===== src/rtl/core/mcr_pkg.sv =====
// Shared types and constants for the midpoint circle rasterizer.
// Used by the front end, the job queue, the point emitter and the top level.
package mcr_pkg;

    localparam int RADIUS_MAX_DEF = 1023;

    localparam int COORD_W  = 16;
    localparam int RADIUS_W = 10;
    localparam int STEP_W   = 11;
    localparam int DEC_W    = 16;
    localparam int POINT_W  = 17;

    localparam logic [DEC_W-1:0] DEC_INIT  = 16'd5;
    localparam logic [DEC_W-1:0] EAST_BIAS = 16'd12;  // 4 * 3
    localparam logic [DEC_W-1:0] SE_BIAS   = 16'd20;  // 4 * 5

    localparam int QUEUE_DEPTH = 4;
    localparam int QPTR_W      = $clog2(QUEUE_DEPTH);
    localparam int QCNT_W      = $clog2(QUEUE_DEPTH + 1);

    localparam logic ACT_START = 1'b0;
    localparam logic ACT_STEP  = 1'b1;

    localparam logic [2:0] POLES_LAST   = 3'd3;
    localparam logic [2:0] OCTANTS_LAST = 3'd7;

    typedef enum logic {
        KIND_POLES   = 1'b0,
        KIND_OCTANTS = 1'b1
    } t_kind;

    // One unit of drawing work handed from the front end to the emitter.
    typedef struct packed {
        logic signed [COORD_W-1:0] cx;
        logic signed [COORD_W-1:0] cy;
        logic [STEP_W-1:0]         x;
        logic [STEP_W-1:0]         y;
        t_kind                     kind;
        logic                      finished;
    } t_job;

endpackage


===== src/rtl/core/midpoint_circle_rasterizer.sv =====
// Top level of the midpoint circle rasterizer: front end, job queue, point emitter.
// Depends on mcr_pkg, mcr_front, mcr_queue and mcr_back.
//
//   channel   direction  handshake          payload
//   items     in         push / full        i_action, i_center_x, i_center_y, i_radius
//   points    out        empty / pop        o_point_x, o_point_y, o_last, o_finished
//
// Items are taken every cycle while the job queue has room; the front end updates the
// circle state in the cycle of acceptance. The emitter sends one point per cycle while the
// consumer keeps taking them, so a start item yields four points and a step item eight;
// the emitter sets the sustained rate. A step item with no circle in progress is accepted
// and produces nothing. Reset is synchronous and active low and clears the circle state,
// the queue and the result slot. The two sides stall apart: a held result blocks only
// the emitter, while the queue keeps absorbing items.
module midpoint_circle_rasterizer #(
    parameter int RADIUS_MAX = mcr_pkg::RADIUS_MAX_DEF
) (
    input  logic                                i_clk,
    input  logic                                i_rst_n,
    input  logic                                push,
    output logic                                full,
    input  logic                                i_action,
    input  logic signed [mcr_pkg::COORD_W-1:0]  i_center_x,
    input  logic signed [mcr_pkg::COORD_W-1:0]  i_center_y,
    input  logic [mcr_pkg::RADIUS_W-1:0]        i_radius,
    output logic                                empty,
    input  logic                                pop,
    output logic signed [mcr_pkg::POINT_W-1:0]  o_point_x,
    output logic signed [mcr_pkg::POINT_W-1:0]  o_point_y,
    output logic                                o_last,
    output logic                                o_finished
);

    logic          accept;
    logic          q_push, q_pop, q_full, q_empty;
    mcr_pkg::t_job q_job, q_head;
    logic          out_valid;

    // An item enters only when the queue can take whatever job it produces.
    assign accept = push && !q_full;
    assign full   = q_full;
    assign empty  = !out_valid;

    mcr_front #(
        .RADIUS_MAX (RADIUS_MAX)
    ) u_front (
        .i_clk      (i_clk),
        .i_rst_n    (i_rst_n),
        .i_accept   (accept),
        .i_action   (i_action),
        .i_center_x (i_center_x),
        .i_center_y (i_center_y),
        .i_radius   (i_radius),
        .o_push     (q_push),
        .o_job      (q_job)
    );

    mcr_queue u_queue (
        .i_clk   (i_clk),
        .i_rst_n (i_rst_n),
        .i_push  (q_push),
        .i_job   (q_job),
        .i_pop   (q_pop),
        .o_full  (q_full),
        .o_empty (q_empty),
        .o_head  (q_head)
    );

    // The emitter works through the oldest job and holds each point in its
    // output register until the consumer takes it.
    mcr_back u_back (
        .i_clk        (i_clk),
        .i_rst_n      (i_rst_n),
        .i_head_valid (!q_empty),
        .i_head       (q_head),
        .o_pop_job    (q_pop),
        .i_take       (pop),
        .o_valid      (out_valid),
        .o_point_x    (o_point_x),
        .o_point_y    (o_point_y),
        .o_last       (o_last),
        .o_finished   (o_finished)
    );

    // A job is never offered to a full queue.
    a_no_push_when_full: assert property (@(posedge i_clk) disable iff (!i_rst_n)
        q_push |-> !q_full)
        else $error("job pushed into a full queue");

    // A start item always leaves work queued behind it.
    a_start_queues_job: assert property (@(posedge i_clk) disable iff (!i_rst_n)
        (accept && (i_action == mcr_pkg::ACT_START)) |=> !q_empty)
        else $error("start item produced no queued job");

    // A job leaves the queue only as its final point lands in the result slot.
    a_retire_on_last: assert property (@(posedge i_clk) disable iff (!i_rst_n)
        q_pop |=> (o_last && !empty))
        else $error("job retired without its final point");

endmodule


===== src/rtl/core/mcr_front.sv =====
// Front end: accepts items, keeps the circle state and issues drawing jobs.
// Depends on mcr_pkg.
module mcr_front #(
    parameter int RADIUS_MAX = mcr_pkg::RADIUS_MAX_DEF
) (
    input  logic                                i_clk,
    input  logic                                i_rst_n,
    input  logic                                i_accept,
    input  logic                                i_action,
    input  logic signed [mcr_pkg::COORD_W-1:0]  i_center_x,
    input  logic signed [mcr_pkg::COORD_W-1:0]  i_center_y,
    input  logic [mcr_pkg::RADIUS_W-1:0]        i_radius,
    output logic                                o_push,
    output mcr_pkg::t_job                       o_job
);

    logic [mcr_pkg::STEP_W-1:0]         r_step_x, n_step_x;
    logic [mcr_pkg::STEP_W-1:0]         r_step_y, n_step_y;
    logic [mcr_pkg::DEC_W-1:0]          r_decision, n_decision;
    logic signed [mcr_pkg::COORD_W-1:0] r_cx, n_cx;
    logic signed [mcr_pkg::COORD_W-1:0] r_cy, n_cy;
    logic                               r_active, n_active;

    logic [mcr_pkg::RADIUS_W-1:0] radius_sat;
    logic signed [mcr_pkg::STEP_W:0] diff;
    logic [mcr_pkg::DEC_W-1:0]    delta;
    logic                         go_se;

    always_comb begin
        if ({7'b0, i_radius} > 17'(RADIUS_MAX)) begin
            radius_sat = mcr_pkg::RADIUS_W'(RADIUS_MAX);
        end else begin
            radius_sat = i_radius;
        end

        go_se = ($signed(r_decision) > 0);
        diff  = $signed({1'b0, r_step_x}) - $signed({1'b0, r_step_y});
        if (go_se) begin
            delta = {{1{diff[mcr_pkg::STEP_W]}}, diff, 3'b000} + mcr_pkg::SE_BIAS;
        end else begin
            delta = {2'b00, r_step_x, 3'b000} + mcr_pkg::EAST_BIAS;
        end

        n_step_x   = r_step_x;
        n_step_y   = r_step_y;
        n_decision = r_decision;
        n_cx       = r_cx;
        n_cy       = r_cy;
        n_active   = r_active;
        o_push     = 1'b0;
        o_job.kind = mcr_pkg::KIND_POLES;

        if (i_accept) begin
            if (i_action == mcr_pkg::ACT_START) begin
                n_cx       = i_center_x;
                n_cy       = i_center_y;
                n_step_x   = '0;
                n_step_y   = {1'b0, radius_sat};
                n_decision = mcr_pkg::DEC_INIT - {4'b0000, radius_sat, 2'b00};
                n_active   = (radius_sat != '0);
                o_push     = 1'b1;
                o_job.kind = mcr_pkg::KIND_POLES;
            end else if (r_active) begin
                n_step_x   = r_step_x + 1'b1;
                n_step_y   = go_se ? (r_step_y - 1'b1) : r_step_y;
                n_decision = r_decision + delta;
                n_active   = (n_step_y > n_step_x);
                o_push     = 1'b1;
                o_job.kind = mcr_pkg::KIND_OCTANTS;
            end
        end

        o_job.cx       = n_cx;
        o_job.cy       = n_cy;
        o_job.x        = n_step_x;
        o_job.y        = n_step_y;
        o_job.finished = !n_active;
    end

    always_ff @(posedge i_clk) begin
        if (!i_rst_n) begin
            r_step_x   <= '0;
            r_step_y   <= '0;
            r_decision <= '0;
            r_cx       <= '0;
            r_cy       <= '0;
            r_active   <= 1'b0;
        end else begin
            r_step_x   <= n_step_x;
            r_step_y   <= n_step_y;
            r_decision <= n_decision;
            r_cx       <= n_cx;
            r_cy       <= n_cy;
            r_active   <= n_active;
        end
    end

endmodule


===== src/rtl/core/mcr_queue.sv =====
// Short job queue between the front end and the point emitter.
// Depends on mcr_pkg for the job type and depth.
module mcr_queue (
    input  logic          i_clk,
    input  logic          i_rst_n,
    input  logic          i_push,
    input  mcr_pkg::t_job i_job,
    input  logic          i_pop,
    output logic          o_full,
    output logic          o_empty,
    output mcr_pkg::t_job o_head
);

    mcr_pkg::t_job r_mem [mcr_pkg::QUEUE_DEPTH];
    logic [mcr_pkg::QPTR_W-1:0] r_wr, r_rd;
    logic [mcr_pkg::QCNT_W-1:0] r_count;

    logic do_push, do_pop;

    assign o_full  = (r_count == mcr_pkg::QCNT_W'(mcr_pkg::QUEUE_DEPTH));
    assign o_empty = (r_count == '0);
    assign o_head  = r_mem[r_rd];
    assign do_push = i_push && !o_full;
    assign do_pop  = i_pop && !o_empty;

    always_ff @(posedge i_clk) begin
        if (do_push) begin
            r_mem[r_wr] <= i_job;
        end
    end

    always_ff @(posedge i_clk) begin
        if (!i_rst_n) begin
            r_wr    <= '0;
            r_rd    <= '0;
            r_count <= '0;
        end else begin
            if (do_push) begin
                r_wr <= r_wr + 1'b1;
            end
            if (do_pop) begin
                r_rd <= r_rd + 1'b1;
            end
            case ({do_push, do_pop})
                2'b10:   r_count <= r_count + 1'b1;
                2'b01:   r_count <= r_count - 1'b1;
                default: r_count <= r_count;
            endcase
        end
    end

endmodule


===== src/rtl/core/mcr_back.sv =====
// Point emitter: expands one job into four pole points or eight mirrored points.
// Depends on mcr_pkg; holds the registered result slot that drives the top-level outputs.
module mcr_back (
    input  logic                                      i_clk,
    input  logic                                      i_rst_n,
    input  logic                                      i_head_valid,
    input  mcr_pkg::t_job                             i_head,
    output logic                                      o_pop_job,
    input  logic                                      i_take,
    output logic                                      o_valid,
    output logic signed [mcr_pkg::POINT_W-1:0]        o_point_x,
    output logic signed [mcr_pkg::POINT_W-1:0]        o_point_y,
    output logic                                      o_last,
    output logic                                      o_finished
);

    logic [2:0] r_idx;
    logic       r_valid;
    logic signed [mcr_pkg::POINT_W-1:0] r_px, r_py;
    logic       r_last, r_fin;

    logic signed [mcr_pkg::STEP_W:0] px, nx, py, ny, dx, dy;
    logic [2:0] last_idx;
    logic       advance, is_last;
    logic signed [mcr_pkg::POINT_W-1:0] pt_x, pt_y;

    always_comb begin
        px = $signed({1'b0, i_head.x});
        py = $signed({1'b0, i_head.y});
        nx = -px;
        ny = -py;
        dx = '0;
        dy = '0;
        if (i_head.kind == mcr_pkg::KIND_POLES) begin
            last_idx = mcr_pkg::POLES_LAST;
            case (r_idx[1:0])
                2'd0:    begin dx = '0; dy = py; end
                2'd1:    begin dx = ny; dy = '0; end
                2'd2:    begin dx = '0; dy = ny; end
                default: begin dx = py; dy = '0; end
            endcase
        end else begin
            last_idx = mcr_pkg::OCTANTS_LAST;
            case (r_idx)
                3'd0:    begin dx = py; dy = px; end
                3'd1:    begin dx = px; dy = py; end
                3'd2:    begin dx = nx; dy = py; end
                3'd3:    begin dx = ny; dy = px; end
                3'd4:    begin dx = ny; dy = nx; end
                3'd5:    begin dx = nx; dy = ny; end
                3'd6:    begin dx = px; dy = ny; end
                default: begin dx = py; dy = nx; end
            endcase
        end
        pt_x = {i_head.cx[mcr_pkg::COORD_W-1], i_head.cx}
             + {{(mcr_pkg::POINT_W-mcr_pkg::STEP_W-1){dx[mcr_pkg::STEP_W]}}, dx};
        pt_y = {i_head.cy[mcr_pkg::COORD_W-1], i_head.cy}
             + {{(mcr_pkg::POINT_W-mcr_pkg::STEP_W-1){dy[mcr_pkg::STEP_W]}}, dy};
        is_last   = (r_idx == last_idx);
        advance   = i_head_valid && (!r_valid || i_take);
        o_pop_job = advance && is_last;
    end

    always_ff @(posedge i_clk) begin
        if (advance) begin
            r_px   <= pt_x;
            r_py   <= pt_y;
            r_last <= is_last;
            r_fin  <= i_head.finished;
        end
    end

    always_ff @(posedge i_clk) begin
        if (!i_rst_n) begin
            r_idx   <= '0;
            r_valid <= 1'b0;
        end else begin
            if (advance) begin
                r_idx   <= is_last ? 3'd0 : (r_idx + 1'b1);
                r_valid <= 1'b1;
            end else if (i_take) begin
                r_valid <= 1'b0;
            end
        end
    end

    assign o_valid    = r_valid;
    assign o_point_x  = r_px;
    assign o_point_y  = r_py;
    assign o_last     = r_last;
    assign o_finished = r_fin;

endmodule


===== config.mk =====
export PLATFORM = sky130hd
export DESIGN_NAME = midpoint_circle_rasterizer
export DESIGN_NICKNAME = d
export VERILOG_FILES = /design/src/rtl/core/mcr_pkg.sv /design/src/rtl/core/midpoint_circle_rasterizer.sv /design/src/rtl/core/mcr_front.sv /design/src/rtl/core/mcr_queue.sv /design/src/rtl/core/mcr_back.sv
export SDC_FILE = /design/constraint.sdc
export NUM_CORES = 1
export LEC_CHECK = 0
export BUFFER_PORTS_ARGS = -buffer_cell sky130_fd_sc_hd__buf_2
export CAP_MARGIN = 5
export CORE_MARGIN = 4
export CORE_UTILIZATION = 65
export CTS_CLUSTER_DIAMETER = 120
export DETAILED_ROUTE_END_ITERATION = 8
export PLACE_DENSITY = 0.84
export REMOVE_ABC_BUFFERS = 1
export SKIP_CTS_REPAIR_TIMING = 1
export SLEW_MARGIN = 15
export SYNTH_ARGS = -nofsm -noshare
export SYNTH_HDL_FRONTEND = slang
export SYNTH_SLANG_ARGS = --single-unit
export TNS_END_PERCENT = 10

===== constraint.sdc =====
create_clock -name i_clk -period 9.7 [get_ports i_clk]
set_input_delay 2.91 -clock i_clk [delete_from_list [all_inputs] [get_ports i_clk]]
set_output_delay 2.91 -clock i_clk [all_outputs]
set_load 0.005 [all_outputs]

==> flow_summary_export.csv <==
group,metric,value,unit
power,total_leakage_power,7.33,nW
detailed_routing,route.detailed.drc,0,
sta,finalHoldViolations,0,
finish,insertedDiodeCount,0,
synthesis,synth_top_flop_cell,"edfxtp_1",
power,total_power,0.00395,W
sta,maxSlewViolCount,0,
power,powerDensity,201,nW/um^2
flow_run,cap_violations,0,
clock_network,cts_tree,"built",
critical_path,required,9.93,ns
clock_network,clock_latency,0.53,ns
detailed_routing,drt_iter0_drc,1375,
detailed_routing,vias,12691,
clock_network,path_clk_slew,0.06,ns
power,irDropWorstVdd,181,uV
grt,grt_start_max_net_pins,57,
placed_design,portBuffers,84,
sta,final-setup-viol-count,0,
sta,fmax,169,MHz
clock_network,h-tree-depth,2,
clock_network,cts_sinks,343,
detailed_routing,via_per_inst,6.50,
sta,fin_setup_tns,0,ns
finish,num-fill-cells,1746,
placed_design,placed_cell_area,18400,sq um
grt,antenna_found_initial,1,
floorplan,row_count,60,
grt,grt_pass1_vias,12445,
critical_path,worst-setup-path-type,"reg -> reg",
synthesis,syn_area,17700,sq um
sta,whs,0.465,ns
finish,syn2layout_area_growth,10.7,%
critical_path,crit_path_end_kind,"flip-flop",
floorplan,die_area,30000,sq um
detailed_routing,first_pass_iters,6,
sta,tightest_slew,1.06,ns
sta,skew,0.0250,ns
sta,fin_crit_sh,0.609,
detailed_routing,wl,42300,um
finish,final_area,19600,sq um
grt,grt_usage,0.276,
run_status,status,"finished clean",
synthesis,synth_seq_cells,343,
synthesis,synthArstFlopShare,0,
clock_network,cts_max_path_buffers,3,
synthesis,synth-edff-count,260,
placed_design,hpwl,27800,um
floorplan,start_util,0.660,
synthesis,avgSynthCellArea,11.7,sq um
sta,max-slew-margin-rel,0.291,
floorplan,ioPinCount,85,
synthesis,synth.distinct_cells,71,
critical_path,critPathMaxFanout,32,
finish,final_util,0.730,
detailed_routing,final_antenna_net_count,0,
synthesis,postSynthCellCount,1520,
sta,rsz0062_at_grt,"false",
critical_path,crit_arrival,6.14,ns
floorplan,die-width,173,um
finish,final_layout_size_suffix_gt1_frac,0.150,
critical_path,r2r_slack,3.79,ns
synthesis,yosysWarnings,0,
grt,grt_pass1_wl,66500,um
clock_network,cts_buffers,35,
sta,min_period,5.91,ns
finish,nNetsFinal,1719,
floorplan,core,26900,sq um
critical_path,startpoint_type,"flip-flop",
grt,grt-ovfl-total,0,
synthesis,ys_seq_area_frac,0.534,
clock_network,cts_root_buffer,"clkbuf_16",
worst_hold_path,hold_class,"reg -> reg",
floorplan,die_h,173,um
detailed_routing,wire_per_inst,21.6,um
placed_design,gp_congestion,0.957,
==> area by class of cell <==
cell class	count	area (sq um)	area share
flip-flops and latches	343	9470	0.483
multi-input cells	1050	7800	0.398
clock buffers	43	957	0.0488
repair buffers	99	533	0.0272
well taps	341	427	0.0217
clock inverters	21	230	0.0117
inverters	55	206	0.0105
==> synthesized netlist by cell type, types with 3 or more instances <==
master	number	area, sq um
a2111oi_0	3	26.3
a211oi_1	11	82.6
a21o_1	19	143
a21oi_1	115	576
a221oi_1	26	228
a22oi_1	15	113
a31oi_1	10	62.6
and2_1	32	200
and3_1	13	81.3
buf_1	6	22.5
buf_2	4	20.0
clkbuf_1	61	229
dfxtp_1	83	1660
edfxtp_1	260	7810
fa_1	5	100
ha_1	83	1040
inv_1	53	199
mux2_2	9	101
mux2i_1	18	180
mux4_2	53	1190
nand2_1	173	649
nand2b_1	11	68.8
nand3_1	27	135
nand4_1	13	81.3
nor2_1	95	357
nor2b_1	7	43.8
nor3_1	29	145
nor4_1	10	62.6
o211a_1	4	40.0
o211ai_1	9	67.6
o21a_1	14	105
o21ai_0	57	285
o21bai_1	4	30.0
o22ai_1	15	93.8
o31ai_1	9	67.6
or2_2	3	18.8
or3_1	18	113
xnor2_1	67	587
xor2_1	32	280
==> routing by layer <==
| layer | up-vias | part of all wire | GRT usage |
|---|---|---|---|
| met3 | 129 | 0.081 | 0.0553 |
| met2 | 638 | 0.48 | 0.457 |
| li1 | 5826 | - | - |
| met1 | 6096 | 0.40 | 0.370 |
| met5 | - | 0.00031 | 0 |
| met4 | 2 | 0.036 | 0.0934 |
==> registers in the layout, summed over array words and instances (netlist names), named ones only <==
| register | cells |
|---|---|
| u_front.r_step_y | 11 |
| u_front.r_cy | 16 |
| u_front.r_cx | 16 |
| u_back.o_valid | 1 |
| u_back.o_last | 1 |
| u_queue.r_count | 3 |
| u_queue.r_wr | 2 |
| u_back.o_finished | 1 |
| u_front.r_active | 1 |
| u_back.o_point_x | 17 |
| u_back.r_idx | 3 |
| u_front.r_decision | 15 |
| u_back.o_point_y | 17 |
| u_queue.r_rd | 2 |
| u_front.r_step_x | 11 |
| u_queue.r_mem | 224 |
==> placed cells by master (no fill, tap or decap), drive strengths merged, types with 11 or more instances in the layout <==
master,count
nand3,27
mux4,55
a22oi,15
and3,13
nand2b,11
buf,99
nand2,173
and2,32
clkinv,14
clkbuf,43
mux2i,18
nor2,95
o22ai,15
nor3,30
a221oi,27
o21a,14
a211oi,11
a21o,19
xnor2,67
a21oi,115
or3,19
ha,83
inv,56
edfxtp,260
nand4,13
o21ai,57
xor2,32
dfxtp,83
==> kinds of logic after synthesis <==
kind of cell	after synthesis	share of synthesized area
AOI/OAI and AO/OA	334	0.120
xor gates and xnor gates	99	0.0489
adders and majority gates	88	0.0642
buffers and inverters	127	0.0276
DFF	343	0.534
muxes	83	0.0870
and+or+nand+nor	446	0.118
==> worst paths after layout <==
kind	start	to	cells past startpoint
setup / recovery	flip-flop	u_back.o_point_x[15]	18
setup reg to reg	flip-flop	u_back.o_point_x[15]	18
hold reg to reg	u_front.r_cy[5]	u_front.r_cy[5]	2
hold / removal	u_front.r_cy[5]	u_front.r_cy[5]	2
==> through the flow <==
step	worst slack, ns	std cells
2_1_floorplan	2.92	1448
3_3_place_gp	4.01	1888
3_5_place_dp	3.85	1888
4_1_cts	3.82	1952
5_1_grt	3.44	1952
6_report	3.79	1952
==> report_power, final <==
| group | switching [W] | total, W | internal (W) | leakage (nW) |
|---|---|---|---|---|
| Clock | 0.000561 | 0.00138 | 0.000816 | 0.583 |
| Combinational | 0.000512 | 0.000851 | 0.000338 | 3.61 |
| Sequential | 0.0000343 | 0.00172 | 0.00169 | 3.13 |
==> worst max-delay path: stages (launching register included) <==
cell,delay (ns)
dfxtp_2,0.93
buf_4,0.50
mux4_2,0.44
inv_1,0.10
ha_1,0.21
or3b_1,0.45
or3_1,0.51
nor4b_2,0.31
xnor2_1,0.14
a221o_1,0.30
a21oi_1,0.12
o22ai_1,0.10
ha_1,0.36
o21ai_0,0.18
nand2b_1,0.10
a21o_1,0.23
a21boi_0,0.13
a41oi_1,0.32
o311ai_0,0.17
Note: power is estimated with default switching activity, not from simulation.
